File: src/design/xfc_pkg.sv
package xfc_pkg;

    localparam int DataW   = 8;
    localparam int PosW    = 9;
    localparam int StatusW = 2;
    localparam int TdataW  = 16;

    localparam logic [DataW-1:0] HEAD_FIRST  = 8'hAA;
    localparam logic [DataW-1:0] HEAD_SECOND = 8'h55;
    localparam logic [DataW-1:0] TAIL_FIRST  = 8'h55;
    localparam logic [DataW-1:0] TAIL_SECOND = 8'hAA;

    typedef enum logic [StatusW-1:0] {
        ST_VALID    = 2'd0,
        ST_HEADER   = 2'd1,
        ST_TAIL     = 2'd2,
        ST_CHECKSUM = 2'd3
    } xfc_status_t;

    typedef struct packed {
        logic [DataW-1:0] data_byte;
        logic             frame_start;
    } xfc_item_t;

    typedef struct packed {
        xfc_status_t      status;
        logic [DataW-1:0] body_length;
    } xfc_result_t;

    // handshake between the input register and the check stage
    typedef struct packed {
        logic valid;
        logic advance;
    } xfc_link_t;

endpackage

File: src/design/xfc_in_reg.sv
module xfc_in_reg
    import xfc_pkg::*;
(
    input  logic      aclk,
    input  logic      aresetn,
    input  logic      s_tvalid,
    output logic      s_tready,
    input  xfc_item_t s_item,
    input  logic      advance,
    output xfc_link_t link,
    output xfc_item_t item
);

    logic      valid_reg;
    logic      valid_next;
    xfc_item_t item_reg;

    assign s_tready   = !valid_reg || advance;
    assign valid_next = s_tready ? s_tvalid : valid_reg;

    always_ff @(posedge aclk) begin
        if (!aresetn) begin
            valid_reg <= 1'b0;
        end else begin
            valid_reg <= valid_next;
        end
    end

    always_ff @(posedge aclk) begin
        if (s_tvalid && s_tready) begin
            item_reg <= s_item;
        end
    end

    assign link.valid   = valid_reg;
    assign link.advance = advance;
    assign item         = item_reg;

endmodule

File: src/design/xfc_check.sv
module xfc_check
    import xfc_pkg::*;
(
    input  logic        aclk,
    input  logic        aresetn,
    input  xfc_link_t   link,
    input  xfc_item_t   item,
    output logic        res_valid,
    output xfc_result_t res
);

    logic [PosW-1:0]  pos_reg,    pos_next;
    logic [DataW-1:0] len_reg,    len_next;
    logic [DataW-1:0] xor_reg,    xor_next;
    logic             bad_reg,    bad_next;
    logic             active_reg, active_next;

    logic [PosW-1:0]  eff_pos;
    logic [DataW-1:0] eff_len;
    logic [DataW-1:0] eff_xor;
    logic             eff_bad;
    logic             eff_active;
    logic [PosW-1:0]  len_ext;
    logic             step;
    logic             emit;
    xfc_result_t      emit_res;

    assign step = link.valid && link.advance;

    always_comb begin
        eff_pos    = item.frame_start ? '0 : pos_reg;
        eff_len    = item.frame_start ? '0 : len_reg;
        eff_xor    = item.frame_start ? '0 : xor_reg;
        eff_bad    = item.frame_start ? 1'b0 : bad_reg;
        eff_active = item.frame_start || active_reg;
        len_ext    = {1'b0, eff_len};

        pos_next    = eff_pos;
        len_next    = eff_len;
        xor_next    = eff_xor;
        bad_next    = eff_bad;
        active_next = eff_active;
        emit        = 1'b0;
        emit_res.status      = ST_VALID;
        emit_res.body_length = eff_len;

        if (eff_active) begin
            pos_next = eff_pos + 1'b1;
            priority if (eff_pos == 9'd0) begin
                if (item.data_byte != HEAD_FIRST) begin
                    emit = 1'b1;
                    emit_res.status      = ST_HEADER;
                    emit_res.body_length = '0;
                end
            end else if (eff_pos == 9'd1) begin
                if (item.data_byte != HEAD_SECOND) begin
                    emit = 1'b1;
                    emit_res.status      = ST_HEADER;
                    emit_res.body_length = '0;
                end
            end else if (eff_pos == 9'd2) begin
                len_next = item.data_byte;
                xor_next = item.data_byte;
            end else if (eff_pos < len_ext + 9'd3) begin
                xor_next = eff_xor ^ item.data_byte;
            end else if (eff_pos == len_ext + 9'd3) begin
                bad_next = (eff_xor != item.data_byte);
            end else if (eff_pos == len_ext + 9'd4) begin
                if (item.data_byte != TAIL_FIRST) begin
                    emit = 1'b1;
                    emit_res.status = ST_TAIL;
                end
            end else begin
                // last tail byte
                emit = 1'b1;
                priority if (item.data_byte != TAIL_SECOND) begin
                    emit_res.status = ST_TAIL;
                end else if (eff_bad) begin
                    emit_res.status = ST_CHECKSUM;
                end else begin
                    emit_res.status = ST_VALID;
                end
            end
            if (emit) begin
                active_next = 1'b0;
            end
        end
    end

    always_ff @(posedge aclk) begin
        if (!aresetn) begin
            pos_reg    <= '0;
            len_reg    <= '0;
            xor_reg    <= '0;
            bad_reg    <= 1'b0;
            active_reg <= 1'b0;
        end else if (step) begin
            pos_reg    <= pos_next;
            len_reg    <= len_next;
            xor_reg    <= xor_next;
            bad_reg    <= bad_next;
            active_reg <= active_next;
        end
    end

    assign res_valid = step && emit;
    assign res       = emit_res;

`ifndef NO_ASSERTIONS
    a_verdict_ends_frame: assert property (
        @(posedge aclk) disable iff (!aresetn)
        res_valid |=> !active_reg
    ) else $error("frame still active after its verdict");

    a_pos_in_frame: assert property (
        @(posedge aclk) disable iff (!aresetn)
        (active_reg && pos_reg > 9'd2) |-> (pos_reg <= {1'b0, len_reg} + 9'd5)
    ) else $error("byte position ran past the tail");

    a_header_len_zero: assert property (
        @(posedge aclk) disable iff (!aresetn)
        (res_valid && res.status == ST_HEADER) |-> (res.body_length == '0)
    ) else $error("header error with nonzero length");

    a_idle_silent: assert property (
        @(posedge aclk) disable iff (!aresetn)
        (link.valid && !item.frame_start && !active_reg) |-> !res_valid
    ) else $error("verdict from an idle checker");
`endif

endmodule

File: src/design/xfc_out_reg.sv
module xfc_out_reg
    import xfc_pkg::*;
(
    input  logic                aclk,
    input  logic                aresetn,
    input  logic                res_valid,
    input  xfc_result_t         res,
    output logic                advance,
    output logic                m_tvalid,
    input  logic                m_tready,
    output logic [TdataW-1:0]   m_tdata
);

    logic        valid_reg;
    logic        valid_next;
    xfc_result_t res_reg;

    assign advance    = !valid_reg || m_tready;
    assign valid_next = advance ? res_valid : valid_reg;

    always_ff @(posedge aclk) begin
        if (!aresetn) begin
            valid_reg <= 1'b0;
        end else begin
            valid_reg <= valid_next;
        end
    end

    always_ff @(posedge aclk) begin
        if (advance && res_valid) begin
            res_reg <= res;
        end
    end

    assign m_tvalid = valid_reg;
    assign m_tdata  = {{(TdataW - StatusW - DataW){1'b0}}, res_reg.body_length, res_reg.status};

endmodule

File: src/design/xor_frame_checker_core.sv
// Byte-serial frame checker. A frame is AA 55, a length byte L, L body
// bytes, a check byte equal to the XOR of L and the body, then 55 AA. Each
// byte is presented with s_tuser high on the first byte of a frame, which
// restarts the checker and drops any frame in progress. At most one
// verdict transaction is issued per frame: a header error at the bad
// header byte, a tail error at the first wrong tail byte, otherwise a
// checksum error or valid status on the last tail byte. Bytes outside a
// frame are ignored. One byte is taken every clock while the result side
// is not stalled; each byte passes through the input register, the
// combinational check logic and the result register to its verdict.
module xor_frame_checker_core
    import xfc_pkg::*;
(
    input  logic              aclk,
    input  logic              aresetn,
    input  logic              s_tvalid,
    output logic              s_tready,
    input  logic [DataW-1:0]  s_tdata,   // [7:0] data_byte
    input  logic              s_tuser,   // [0] frame_start
    output logic              m_tvalid,
    input  logic              m_tready,
    output logic [TdataW-1:0] m_tdata    // [1:0] status, [9:2] body_length
);

    xfc_item_t   s_item;
    xfc_item_t   item;
    xfc_link_t   link;
    logic        advance;
    logic        res_valid;
    xfc_result_t res;

    assign s_item.data_byte   = s_tdata;
    assign s_item.frame_start = s_tuser;

    xfc_in_reg u_in_reg (
        .aclk     (aclk),
        .aresetn  (aresetn),
        .s_tvalid (s_tvalid),
        .s_tready (s_tready),
        .s_item   (s_item),
        .advance  (advance),
        .link     (link),
        .item     (item)
    );

    xfc_check u_check (
        .aclk      (aclk),
        .aresetn   (aresetn),
        .link      (link),
        .item      (item),
        .res_valid (res_valid),
        .res       (res)
    );

    xfc_out_reg u_out_reg (
        .aclk      (aclk),
        .aresetn   (aresetn),
        .res_valid (res_valid),
        .res       (res),
        .advance   (advance),
        .m_tvalid  (m_tvalid),
        .m_tready  (m_tready),
        .m_tdata   (m_tdata)
    );

endmodule

File: config.mk
export PLATFORM = sky130hd
export DESIGN_NAME = xor_frame_checker_core
export DESIGN_NICKNAME = d
export VERILOG_FILES = /design/src/design/xfc_pkg.sv /design/src/design/xfc_in_reg.sv /design/src/design/xfc_check.sv /design/src/design/xfc_out_reg.sv /design/src/design/xor_frame_checker_core.sv
export SDC_FILE = /design/constraint.sdc
export NUM_CORES = 1
export LEC_CHECK = 0
export ABC_AREA = 1
export BUFFER_PORTS_ARGS = -buffer_cell sky130_fd_sc_hd__buf_2
export CORE_MARGIN = 4
export CORE_UTILIZATION = 60
export CTS_CLUSTER_DIAMETER = 50
export DETAILED_ROUTE_END_ITERATION = 6
export GPL_TIMING_DRIVEN = 0
export MAX_ROUTING_LAYER = met4
export PLACE_DENSITY = 0.77
export SYNTH_ARGS = -nofsm -noshare
export SYNTH_HDL_FRONTEND = slang
export SYNTH_SLANG_ARGS = --single-unit
File: constraint.sdc
create_clock -name aclk -period 3.9 [get_ports aclk]
set_input_delay 0.78 -clock aclk [delete_from_list [all_inputs] [get_ports aclk]]
set_output_delay 0.78 -clock aclk [all_outputs]
set_load 0.01 [all_outputs]
==> results of run 1 <==
-- cell type report --
type	instances	area share [%]
inverters	76	8.01
repair buffers	24	3.20
multi-input cells	343	49.8
clock buffers	6	2.20
repair inverters	1	0.200
well taps	72	2.40
clock inverters	2	1.03
plain buffers	14	2.43
flip-flops and latches	48	30.7
-- metal layers --
metal  up-vias  part of all wire [%]
met1      1404                    44
met5         -                     0
met3        18                   5.0
met4         0                   2.3
met2        85                    49
li1       1609                     -
-- power groups by stage --
stage	Clock [mW]	Sequential (mW)	Combinational, mW
finish	0.386	0.557	0.175
global route	0.418	0.559	0.197
CTS	0.392	0.557	0.174
detailed placement	0	0.568	0.171
global placement	0	0.568	0.168
floorplan	0	0.567	0.126
-- logic make-up after synthesis --
logic type               share of synthesized area (%)
flip-flops                                        34.0
buffers and inverters                             12.0
AO/OA/AOI/OAI                                     13.1
adder cells (fa/ha/maj)                           5.55
AND/OR/NAND/NOR                                   31.5
other                                            0.111
XOR/XNOR                                          3.63
-- synthesized netlist by cell type --
| cell | n | area share [%] |
|---|---|---|
| buf_2 | 1 | 0.15 |
| nand2_4 | 5 | 1.7 |
| nand4_1 | 6 | 1.1 |
| clkbuf_1 | 4 | 0.44 |
| nor2_8 | 2 | 1.2 |
| nand2_2 | 5 | 0.93 |
| inv_2 | 4 | 0.44 |
| clkinv_1 | 1 | 0.11 |
| nand3_1 | 27 | 4.0 |
| edfxtp_1 | 19 | 17 |
| a22oi_1 | 1 | 0.22 |
| o21ai_1 | 15 | 2.2 |
| inv_1 | 68 | 7.5 |
| nor2_2 | 3 | 0.56 |
| nor4_1 | 6 | 1.1 |
| buf_1 | 1 | 0.11 |
| o22ai_1 | 1 | 0.19 |
| o21ai_0 | 19 | 2.8 |
| conb_1 | 1 | 0.11 |
| nand3_2 | 3 | 0.89 |
| nand2_1 | 97 | 11 |
| nor2_4 | 4 | 1.3 |
| xnor2_1 | 1 | 0.26 |
| a21o_1 | 1 | 0.22 |
| inv_4 | 1 | 0.19 |
| o21bai_1 | 1 | 0.22 |
| a31oi_1 | 1 | 0.19 |
| buf_6 | 3 | 1.0 |
| xor2_1 | 13 | 3.4 |
| o21a_1 | 1 | 0.22 |
| clkinv_2 | 1 | 0.15 |
| nand4_4 | 1 | 0.63 |
| nand3b_1 | 1 | 0.22 |
| ha_1 | 15 | 5.6 |
| dfxtp_1 | 29 | 17 |
| buf_4 | 7 | 1.6 |
| a21oi_1 | 46 | 6.8 |
| inv_8 | 1 | 0.33 |
| nor3_1 | 7 | 1.0 |
| nor2_1 | 55 | 6.1 |
-- worst max-delay path by stage --
stage	slack, ns	depth (start not counted)	startpoint	end
6_report	0.36	22	u_in_reg.item[0]	u_out_reg.m_tdata[1]
4_1_cts	0.02	24	u_in_reg.item[0]	u_out_reg.m_tdata[0]
3_3_place_gp	-0.16	24	u_in_reg.item[0]	u_out_reg.m_tdata[9]
5_1_grt	0.08	22	u_in_reg.item[0]	u_out_reg.m_tdata[9]
2_1_floorplan	0.52	24	u_in_reg.item[0]	u_out_reg.m_tdata[0]
3_5_place_dp	-0.21	24	u_in_reg.item[0]	u_out_reg.m_tdata[9]
-- repair_timing --
action / in CTS / in global routing
cloned: 1 / 0
setup endpoints to repair: 10 / 12
resized for setup: 5 / 5
setup buffers: 0 / 0
-- metrics by stage --
stage / setup TNS (ns) / utilization [%]
6_report: 0 / 68.5
5_1_grt: 0 / 68.5
4_1_cts: 0 / 68.6
3_5_place_dp: -2.12 / 66.0
3_3_place_gp: -1.61 / 66.0
2_1_floorplan: 0 / -
-- worst max-delay path: stages, from the launching register on --
cell and delay (ns):
edfxtp_1 0.38, buf_6 0.16, inv_8 0.15, buf_6 0.18
nand2_1 0.12, inv_1 0.08, ha_1 0.16, nand2_1 0.09
inv_1 0.08, nand2_1 0.08, nor2_2 0.15, nand2_1 0.07
ha_1 0.29, nand2_1 0.10, nor2_4 0.15, nand3b_1 0.11
nand3_2 0.13, nand3_2 0.12, a21oi_1 0.14, nand2_1 0.07
nand2_1 0.12, nand2_4 0.11, clkinvlp_4 0.19
==> impl_metrics.toml, run 1 <==
[critical_path]
rrSetupSlack_ns = 0.36
crit_fanout = 25
worst_setup_path_end_kind = "register"
rr_startpoint = "u_in_reg.item[0]"
start_kind = "register"
rr_worst_depth = 22
regToRegEndpoint = "u_out_reg.m_tdata[1]"
cp.required_ns = 3.91
cp.arrival_ns = 3.56
crit_type = "reg2reg"

[cells_and_area]
ff_latch_area_um2 = 1150
final_nets = 541
stdcell_count = 586
post-route-cell-area_um2 = 3750
largest_register_ffs = 10
mostFrequentLayoutCell = "nand2_1"
nFillCells = 502
diodes = 0
layout_common_cells = "nand2_1 (96), inv_1 (67), nor2_1 (53)"
area_delta_synth_final_pct = 11.0
layout-drive-gt1-share_pct = 15.2
multi_input_area_um2 = 1870

[detailed_routing]
vias_per_cell = 5.32
drc_errors = 0
routed_wl_um = 8050
antenna_left = 0
drt_iter0_markers = 260
firstDrtPassIters = 6
wl_per_cell_um = 13.7
vias = 3116

[global_routing]
overflow = 0
grt_use_total_pct = 25.4
grt_pass1_wl_um = 13800
grtUsageMet2_pct = 42.3
grt_most_used_layer = "met2"
antenna_found_initial = 0
groute.layer.met3.usage_pct = 4.46
grt_pass1_vias = 2984
grt_max_degree = 16
grtUsageMet1_pct = 31.0

[power_and_ir_drop]
ir_drop_v = 0.000269
switching_share_pct = 27.4
power.total_mw = 1.12
p_sw_mw = 0.306
seqPwrFrac_pct = 49.8
p_clk_share_pct = 34.5
power_density_nw_per_um2 = 298
p_int_mw = 0.811
combPwrFrac_pct = 15.7
p_leak_nw = 1.77

[place]
place_inst = 579
place_congestion = 0.958
place_area_um2 = 3610
hpwl_um = 6420
port-buffer-count = 24
dpl_worst_slack_ns = -0.212

[clock_tree]
cts_root_buffer = "clkbuf_8"
cts.sinks = 48
cts.htree.levels = 2
cts_tree = "built"
ctsHoldBuffers = 0
cts_buffers = 5
cts_buffer_depth = 2
clk_pin_slew_worst_paths_ns = 0.08
clock_latency_ns = 0.31

[job]
drv_cap = 0

[run_status]
outcome = "finished clean"

[die]
start_util_pct = 61.8
chipHeight_um = 83.1
coreArea_um2 = 5470
dieArea_um2 = 6900
ios = 31
rows = 27
die_w_um = 83.1

[synth]
yosysWarnings = 0
ys_types = 40
ys_seq_elements = 48
syn_area_um2 = 3380
avgSynthCellArea_um2 = 7.07
syn_inst = 478
yosysSeqAreaShare_pct = 34.0

[timing]
setup_slack_ns = 0.358
clock_skew_ns = 0.0134
rsz0062_at_grt = "no"
hold_viol = 0
min_period_ns = 3.54
worstMarginPinSlew_ns = 0.814
fmax_ghz = 0.282
hold_slack_ns = 0.475
setup_viol = 0
slew_viol_final = 0
period_share_pct = 90.8
slew_headroom_pct = 45.5

[worst_hold_path]
hold-path-endpoint = "u_check.bad_reg"
min_path_cells = 2
worstHoldStart = "u_check.bad_reg"
hold_class = "reg2reg"
Power figures use the tool's default switching activity.
==> run 2, diff against run 1 <==
ABC_AREA = unset   (was 1)
PLACE_DENSITY = 0.78   (was 0.77)
==> impl_metrics.toml, run 2 <==
[power_and_ir_drop]
combPwrFrac_pct = 11.5
p_sw_mw = 0.270
switching_share_pct = 24.9
ir_drop_v = 0.000257
seqPwrFrac_pct = 50.5
p_int_mw = 0.814
p_leak_nw = 1.36
p_clk_share_pct = 38.1
power_density_nw_per_um2 = 287

[die]
chipHeight_um = 81.6
rows = 26
start_util_pct = 62.8
die_w_um = 81.6
ios = 31
dieArea_um2 = 6650
coreArea_um2 = 5170

[critical_path]
crit_fanout = 6
cp.required_ns = 4.08
crit_type = "reg2reg"
worst_setup_path_end_kind = "register"
start_kind = "register"
cp.arrival_ns = 3.93

[cells_and_area]
final_nets = 447
ff_latch_area_um2 = 1150
diodes = 0
layout_common_cells = "nor2_1 (39), nand2_1 (37), dfxtp_1 (29)"
post-route-cell-area_um2 = 3780
area_delta_synth_final_pct = 16.3
multi_input_area_um2 = 1990
layout-drive-gt1-share_pct = 19.3
stdcell_count = 490
mostFrequentLayoutCell = "nor2_1"
largest_register_ffs = 10
nFillCells = 418

[global_routing]
overflow = 0
grt_pass1_vias = 2826
antenna_found_initial = 0
grt_pass1_wl_um = 14400
grt_use_total_pct = 29.1
grt_max_degree = 17

[timing]
slew_headroom_pct = 47.4
fmax_ghz = 0.267
min_period_ns = 3.75
period_share_pct = 96.1
worstMarginPinSlew_ns = 0.783
slew_viol_final = 0
hold_viol = 0
setup_viol = 0
clock_skew_ns = 0.0126
tns_ns = 0

[clock_tree]
clock_latency_ns = 0.31
cts.htree.levels = 2
cts_buffers = 5
clk_pin_slew_worst_paths_ns = 0.10
cts_root_buffer = "clkbuf_8"
cts_tree = "built"
ctsHoldBuffers = 0
cts_buffer_depth = 2
cts.sinks = 48

[place]
place_inst = 474
port-buffer-count = 24
place_area_um2 = 3480
place_congestion = 0.985
hpwl_um = 6450

[synth]
synth_area_leaders = "dfxtp_1 (18%), edfxtp_1 (18%), ha_1 (5.8%), xnor2_1 (5.4%), nor2_1 (4.6%)"
ys_types = 68
ys.flop_type = "dfxtp_1"
yosysWarnings = 0
synth_area_leader_cell = "dfxtp_1"
yosysSeqAreaShare_pct = 35.4
synth_top_area_share_pct = 17.9
async_flop_share_pct = 0
synth_most_common_cell = "nor2_1"
avgSynthCellArea_um2 = 8.66
syn_inst = 375
synthTopCellsByCount = "nor2_1 (40), nand2_1 (38), dfxtp_1 (29)"
syn_area_um2 = 3250
ys_seq_elements = 48
synth_edf_count = 19

[detailed_routing]
drc_errors = 0
vias_per_cell = 6.21
wl_per_cell_um = 18.2
drt_iter0_markers = 295
routed_wl_um = 8910
firstDrtPassIters = 4
vias = 3044
antenna_left = 0

[worst_hold_path]
hold_class = "reg2reg"

[job]
drv_cap = 0

[run_status]
outcome = "finished clean"
==> run 2: path summary, 6_finish.rpt <==
| check | end | start | slack [ns] | cells after the start |
|---|---|---|---|---|
| max | u_check.bad_reg | u_in_reg.item[0] | 0.15 | 15 |
| min | u_check.bad_reg | u_check.bad_reg | 0.47 | 2 |
| max reg2reg | u_check.bad_reg | u_in_reg.item[0] | 0.15 | 15 |
| min reg2reg | u_check.bad_reg | u_check.bad_reg | 0.47 | 2 |
==> run 2: repair_timing <==
| item | 4_1_cts | 5_1_grt |
|---|---|---|
| setup endpoints to repair | 20 | 26 |
| resized for setup | 7 | 21 |
| setup buffers | 4 | 4 |
| pin swaps | 3 | 6 |
==> run 2: layer usage <==
layer | vias to the layer above | wire (um) | global-route usage [%]
li1 | 1444 | - | -
met1 | 1419 | 3850 | 39.2
met2 | 157 | 4100 | 45.3
met3 | 24 | 766 | 5.26
met4 | 0 | 189 | 7.64
met5 | - | 0 | -
==> run 2: per-stage QoR <==
step	setup WS, ns	hold slack [ns]	utilization, %	total power, mW
after global placement	-0.545	0.434	67.3	0.667
after floorplan	0.124	0.427	-	0.633
after global routing	-0.0115	0.499	73.1	1.12
after detailed placement	-0.553	0.443	67.3	0.670
after CTS	0.0165	0.457	71.2	1.08
final	0.152	0.465	73.1	1.08
==> run 2: area by class of cell <==
cell class | count | area share, %
plain buffers | 29 | 4.90
clock buffers | 6 | 2.48
clock inverters | 2 | 1.03
inverters | 11 | 1.16
multi-input cells | 292 | 52.8
flip-flops and latches | 48 | 30.5
well taps | 70 | 2.32
repair buffers | 32 | 4.87
==> run 2: worst max-delay path, stage by stage, from the launching register on <==
cell,delay [ns]
edfxtp_1,0.43
buf_4,0.17
nand2b_4,0.18
inv_2,0.09
ha_4,0.16
nand3_4,0.09
or3_4,0.41
or2_4,0.24
ha_4,0.27
nand4_1,0.17
nor3_2,0.32
a2111oi_4,0.12
buf_4,0.16
nor4b_1,0.49
mux2i_1,0.24
a21oi_1,0.08
==> run 2: power groups by stage <==
stage          clock [mW]  combinational, mW  sequential (mW)
2_1_floorplan           0             0.0767            0.557
3_3_place_gp            0              0.110            0.557
3_5_place_dp            0              0.112            0.558
4_1_cts             0.414              0.117            0.546
5_1_grt             0.440              0.135            0.548
6_report            0.413              0.124            0.547
==> run 2: logic make-up (layout without fill, tap and decap cells) <==
logic type,Yosys count,count (layout),synth area share (%)
xor gates and xnor gates,24,24,6.47
adders and majority gates,15,15,5.78
AOI/OAI and AO/OA,82,82,18.2
DFF,48,48,35.4
and+or+nand+nor,163,163,26.8
buffers and inverters,40,80,6.59
other,1,6,0.115
muxes,2,2,0.616
==> run 3, diff against run 2 <==
--- a/config.mk
+++ b/config.mk
@@ -9,3 +9,3 @@
 export CORE_MARGIN = 4
-export CORE_UTILIZATION = 60
+export CORE_UTILIZATION = 42
 export CTS_CLUSTER_DIAMETER = 50
@@ -14,3 +14,3 @@
 export MAX_ROUTING_LAYER = met4
-export PLACE_DENSITY = 0.78
+export PLACE_DENSITY = 0.57
 export SYNTH_ARGS = -nofsm -noshare
==> constraint.sdc (replaced) <==
create_clock -name aclk -period 3.9 [get_ports aclk]
set_input_delay 0.195 -clock aclk [delete_from_list [all_inputs] [get_ports aclk]]
set_output_delay 0.195 -clock aclk [all_outputs]
set_load 0.01 [all_outputs]
==> impl_metrics.toml, run 3 (synthesis results as in run 2) <==
[run_status]
outcome = "finished clean"

[timing]
slew_headroom_pct = 56.0
setup_viol = 0
period_share_pct = 96.0
slew_viol_final = 0
worstMarginPinSlew_ns = 0.654
setup_slack_ns = 0.158
min_period_ns = 3.74
clock_skew_ns = 0.00737
fmax_ghz = 0.267
hold_viol = 0

[critical_path]
rr_worst_depth = 17
cp_num_buf_inv = 5
cp_slowest_cell = "edfxtp_1"
crit_fanout = 10
rr_startpoint = "u_in_reg.item[0]"
start_kind = "register"
path_depth = 17
path_cells = "buf_6, inv_2, nand2_4, inv_2, ha_4, nand3_2, or3_4, or2_2, ha_1, nand4_1, nor3_2, a2111oi_4, buf_4, nor3_4, nor2_2, nor4_4, buf_12"
worst_setup_path_end_kind = "register"
crit_type = "reg2reg"
critical-path-max-stage-delay_ns = 0.42
crit_top_cell = "inv_2"
rrSetupSlack_ns = 0.16
cp.required_ns = 3.93
regToRegEndpoint = "u_out_reg.m_tdata[8]"
cp.arrival_ns = 3.77
critPathTopFamily = "simple AND/OR/NAND/NOR gates"

[clock_tree]
clock_latency_ns = 0.31
cts_root_buffer = "clkbuf_8"
ctsHoldBuffers = 0
cts.htree.levels = 2
cts.sinks = 48
cts_tree = "built"
cts_buffer_depth = 2
clk_pin_slew_worst_paths_ns = 0.10
cts_buffers = 5

[power_and_ir_drop]
power_density_nw_per_um2 = 292
p_clk_share_pct = 39.8
ir_drop_v = 0.000161
power.total_mw = 1.11
p_sw_mw = 0.273
p_leak_nw = 1.37
seqPwrFrac_pct = 49.1
switching_share_pct = 24.6
combPwrFrac_pct = 11.1
p_int_mw = 0.839

[detailed_routing]
vias = 2936
wl_per_cell_um = 17.0
antenna_left = 0
routed_wl_um = 8800
firstDrtPassIters = 4
drc_errors = 0
vias_per_cell = 5.67
drt_iter0_markers = 204

[global_routing]
grtUsageMet1_pct = 26.6
grt_use_total_pct = 20.8
grt_most_used_layer = "met2"
grtUsageMet2_pct = 34.3
grt_max_degree = 17
groute.layer.met3.usage_pct = 2.81
grt_pass1_wl_um = 14300
overflow = 0
grt_pass1_vias = 2856
antenna_found_initial = 0

[worst_hold_path]
hold-path-endpoint = "u_in_reg.item[3]"
hold_class = "in2reg"
min_path_cells = 1
worstHoldStart = "s_tdata[2]"

[die]
die_w_um = 95.9
chipHeight_um = 95.9
dieArea_um2 = 9200
start_util_pct = 44.1
ios = 31
rows = 31
coreArea_um2 = 7370

[cells_and_area]
mostFrequentLayoutCell = "nor2_1"
area_delta_synth_final_pct = 17.5
ff_latch_area_um2 = 1150
final_nets = 446
multi_input_area_um2 = 1990
layout_common_cells = "nor2_1 (39), nand2_1 (37), dfxtp_1 (29)"
layout-drive-gt1-share_pct = 19.1
nFillCells = 737
stdcell_count = 518
largest_register_ffs = 10
diodes = 0
post-route-cell-area_um2 = 3820

[place]
place_congestion = 0.902
hpwl_um = 6530
place_inst = 503
dpl_worst_slack_ns = -0.842
port-buffer-count = 24
place_area_um2 = 3520

[job]
drv_cap = 0
## run 3: area by class of cell
| class | count | area share, % |
|---|---|---|
| repair buffers | 31 | 4.85 |
| well taps | 99 | 3.25 |
| plain buffers | 29 | 4.92 |
| clock inverters | 3 | 1.80 |
| clock buffers | 5 | 1.80 |
| inverters | 11 | 1.08 |
| flip-flops and latches | 48 | 30.2 |
| multi-input cells | 292 | 52.1 |
## run 3: layer usage
layer	vias to the layer above	part of all wire (%)
li1	1437	-
met1	1406	45
met2	80	49
met3	13	4.8
met4	0	1.3
met5	-	0
## run 3: power by group through the flow
stage | clock (mW) | combinational [mW] | sequential, mW
5_1_grt | 0.477 | 0.136 | 0.548
6_report | 0.443 | 0.124 | 0.546
4_1_cts | 0.456 | 0.121 | 0.546
2_1_floorplan | 0 | 0.0767 | 0.557
3_5_place_dp | 0 | 0.114 | 0.558
3_3_place_gp | 0 | 0.114 | 0.557
## run 3: timing repair
item,CTS,global route
pin swaps,5,2
gates resized for setup,12,15
buffers inserted,4,3
endpoints found under the setup margin,23,21
## run 3: worst max path at each step
| stage | slack (ns) | start | to |
|---|---|---|---|
| final | 0.16 | u_in_reg.item[0] | u_out_reg.m_tdata[8] |
| after global routing | -0.007 | u_in_reg.item[0] | u_out_reg.m_tdata[3] |
| after floorplan | 0.12 | u_in_reg.item[0] | u_out_reg.m_tdata[0] |
| after CTS | 0.01 | u_in_reg.item[0] | u_out_reg.m_tdata[8] |
| after global placement | -0.81 | u_in_reg.item[0] | u_out_reg.m_tdata[2] |
| after detailed placement | -0.84 | u_in_reg.item[0] | u_out_reg.m_tdata[3] |
## run 3: through the flow
step	hold slack, ns	utilization, %	setup TNS (ns)
after floorplan	0.294	-	0
after global placement	0.371	47.7	-11.89
after detailed placement	0.374	47.7	-12.70
after CTS	0.0463	50.9	0
after global routing	0.0445	51.8	-0.0271
final	0.0550	51.8	0
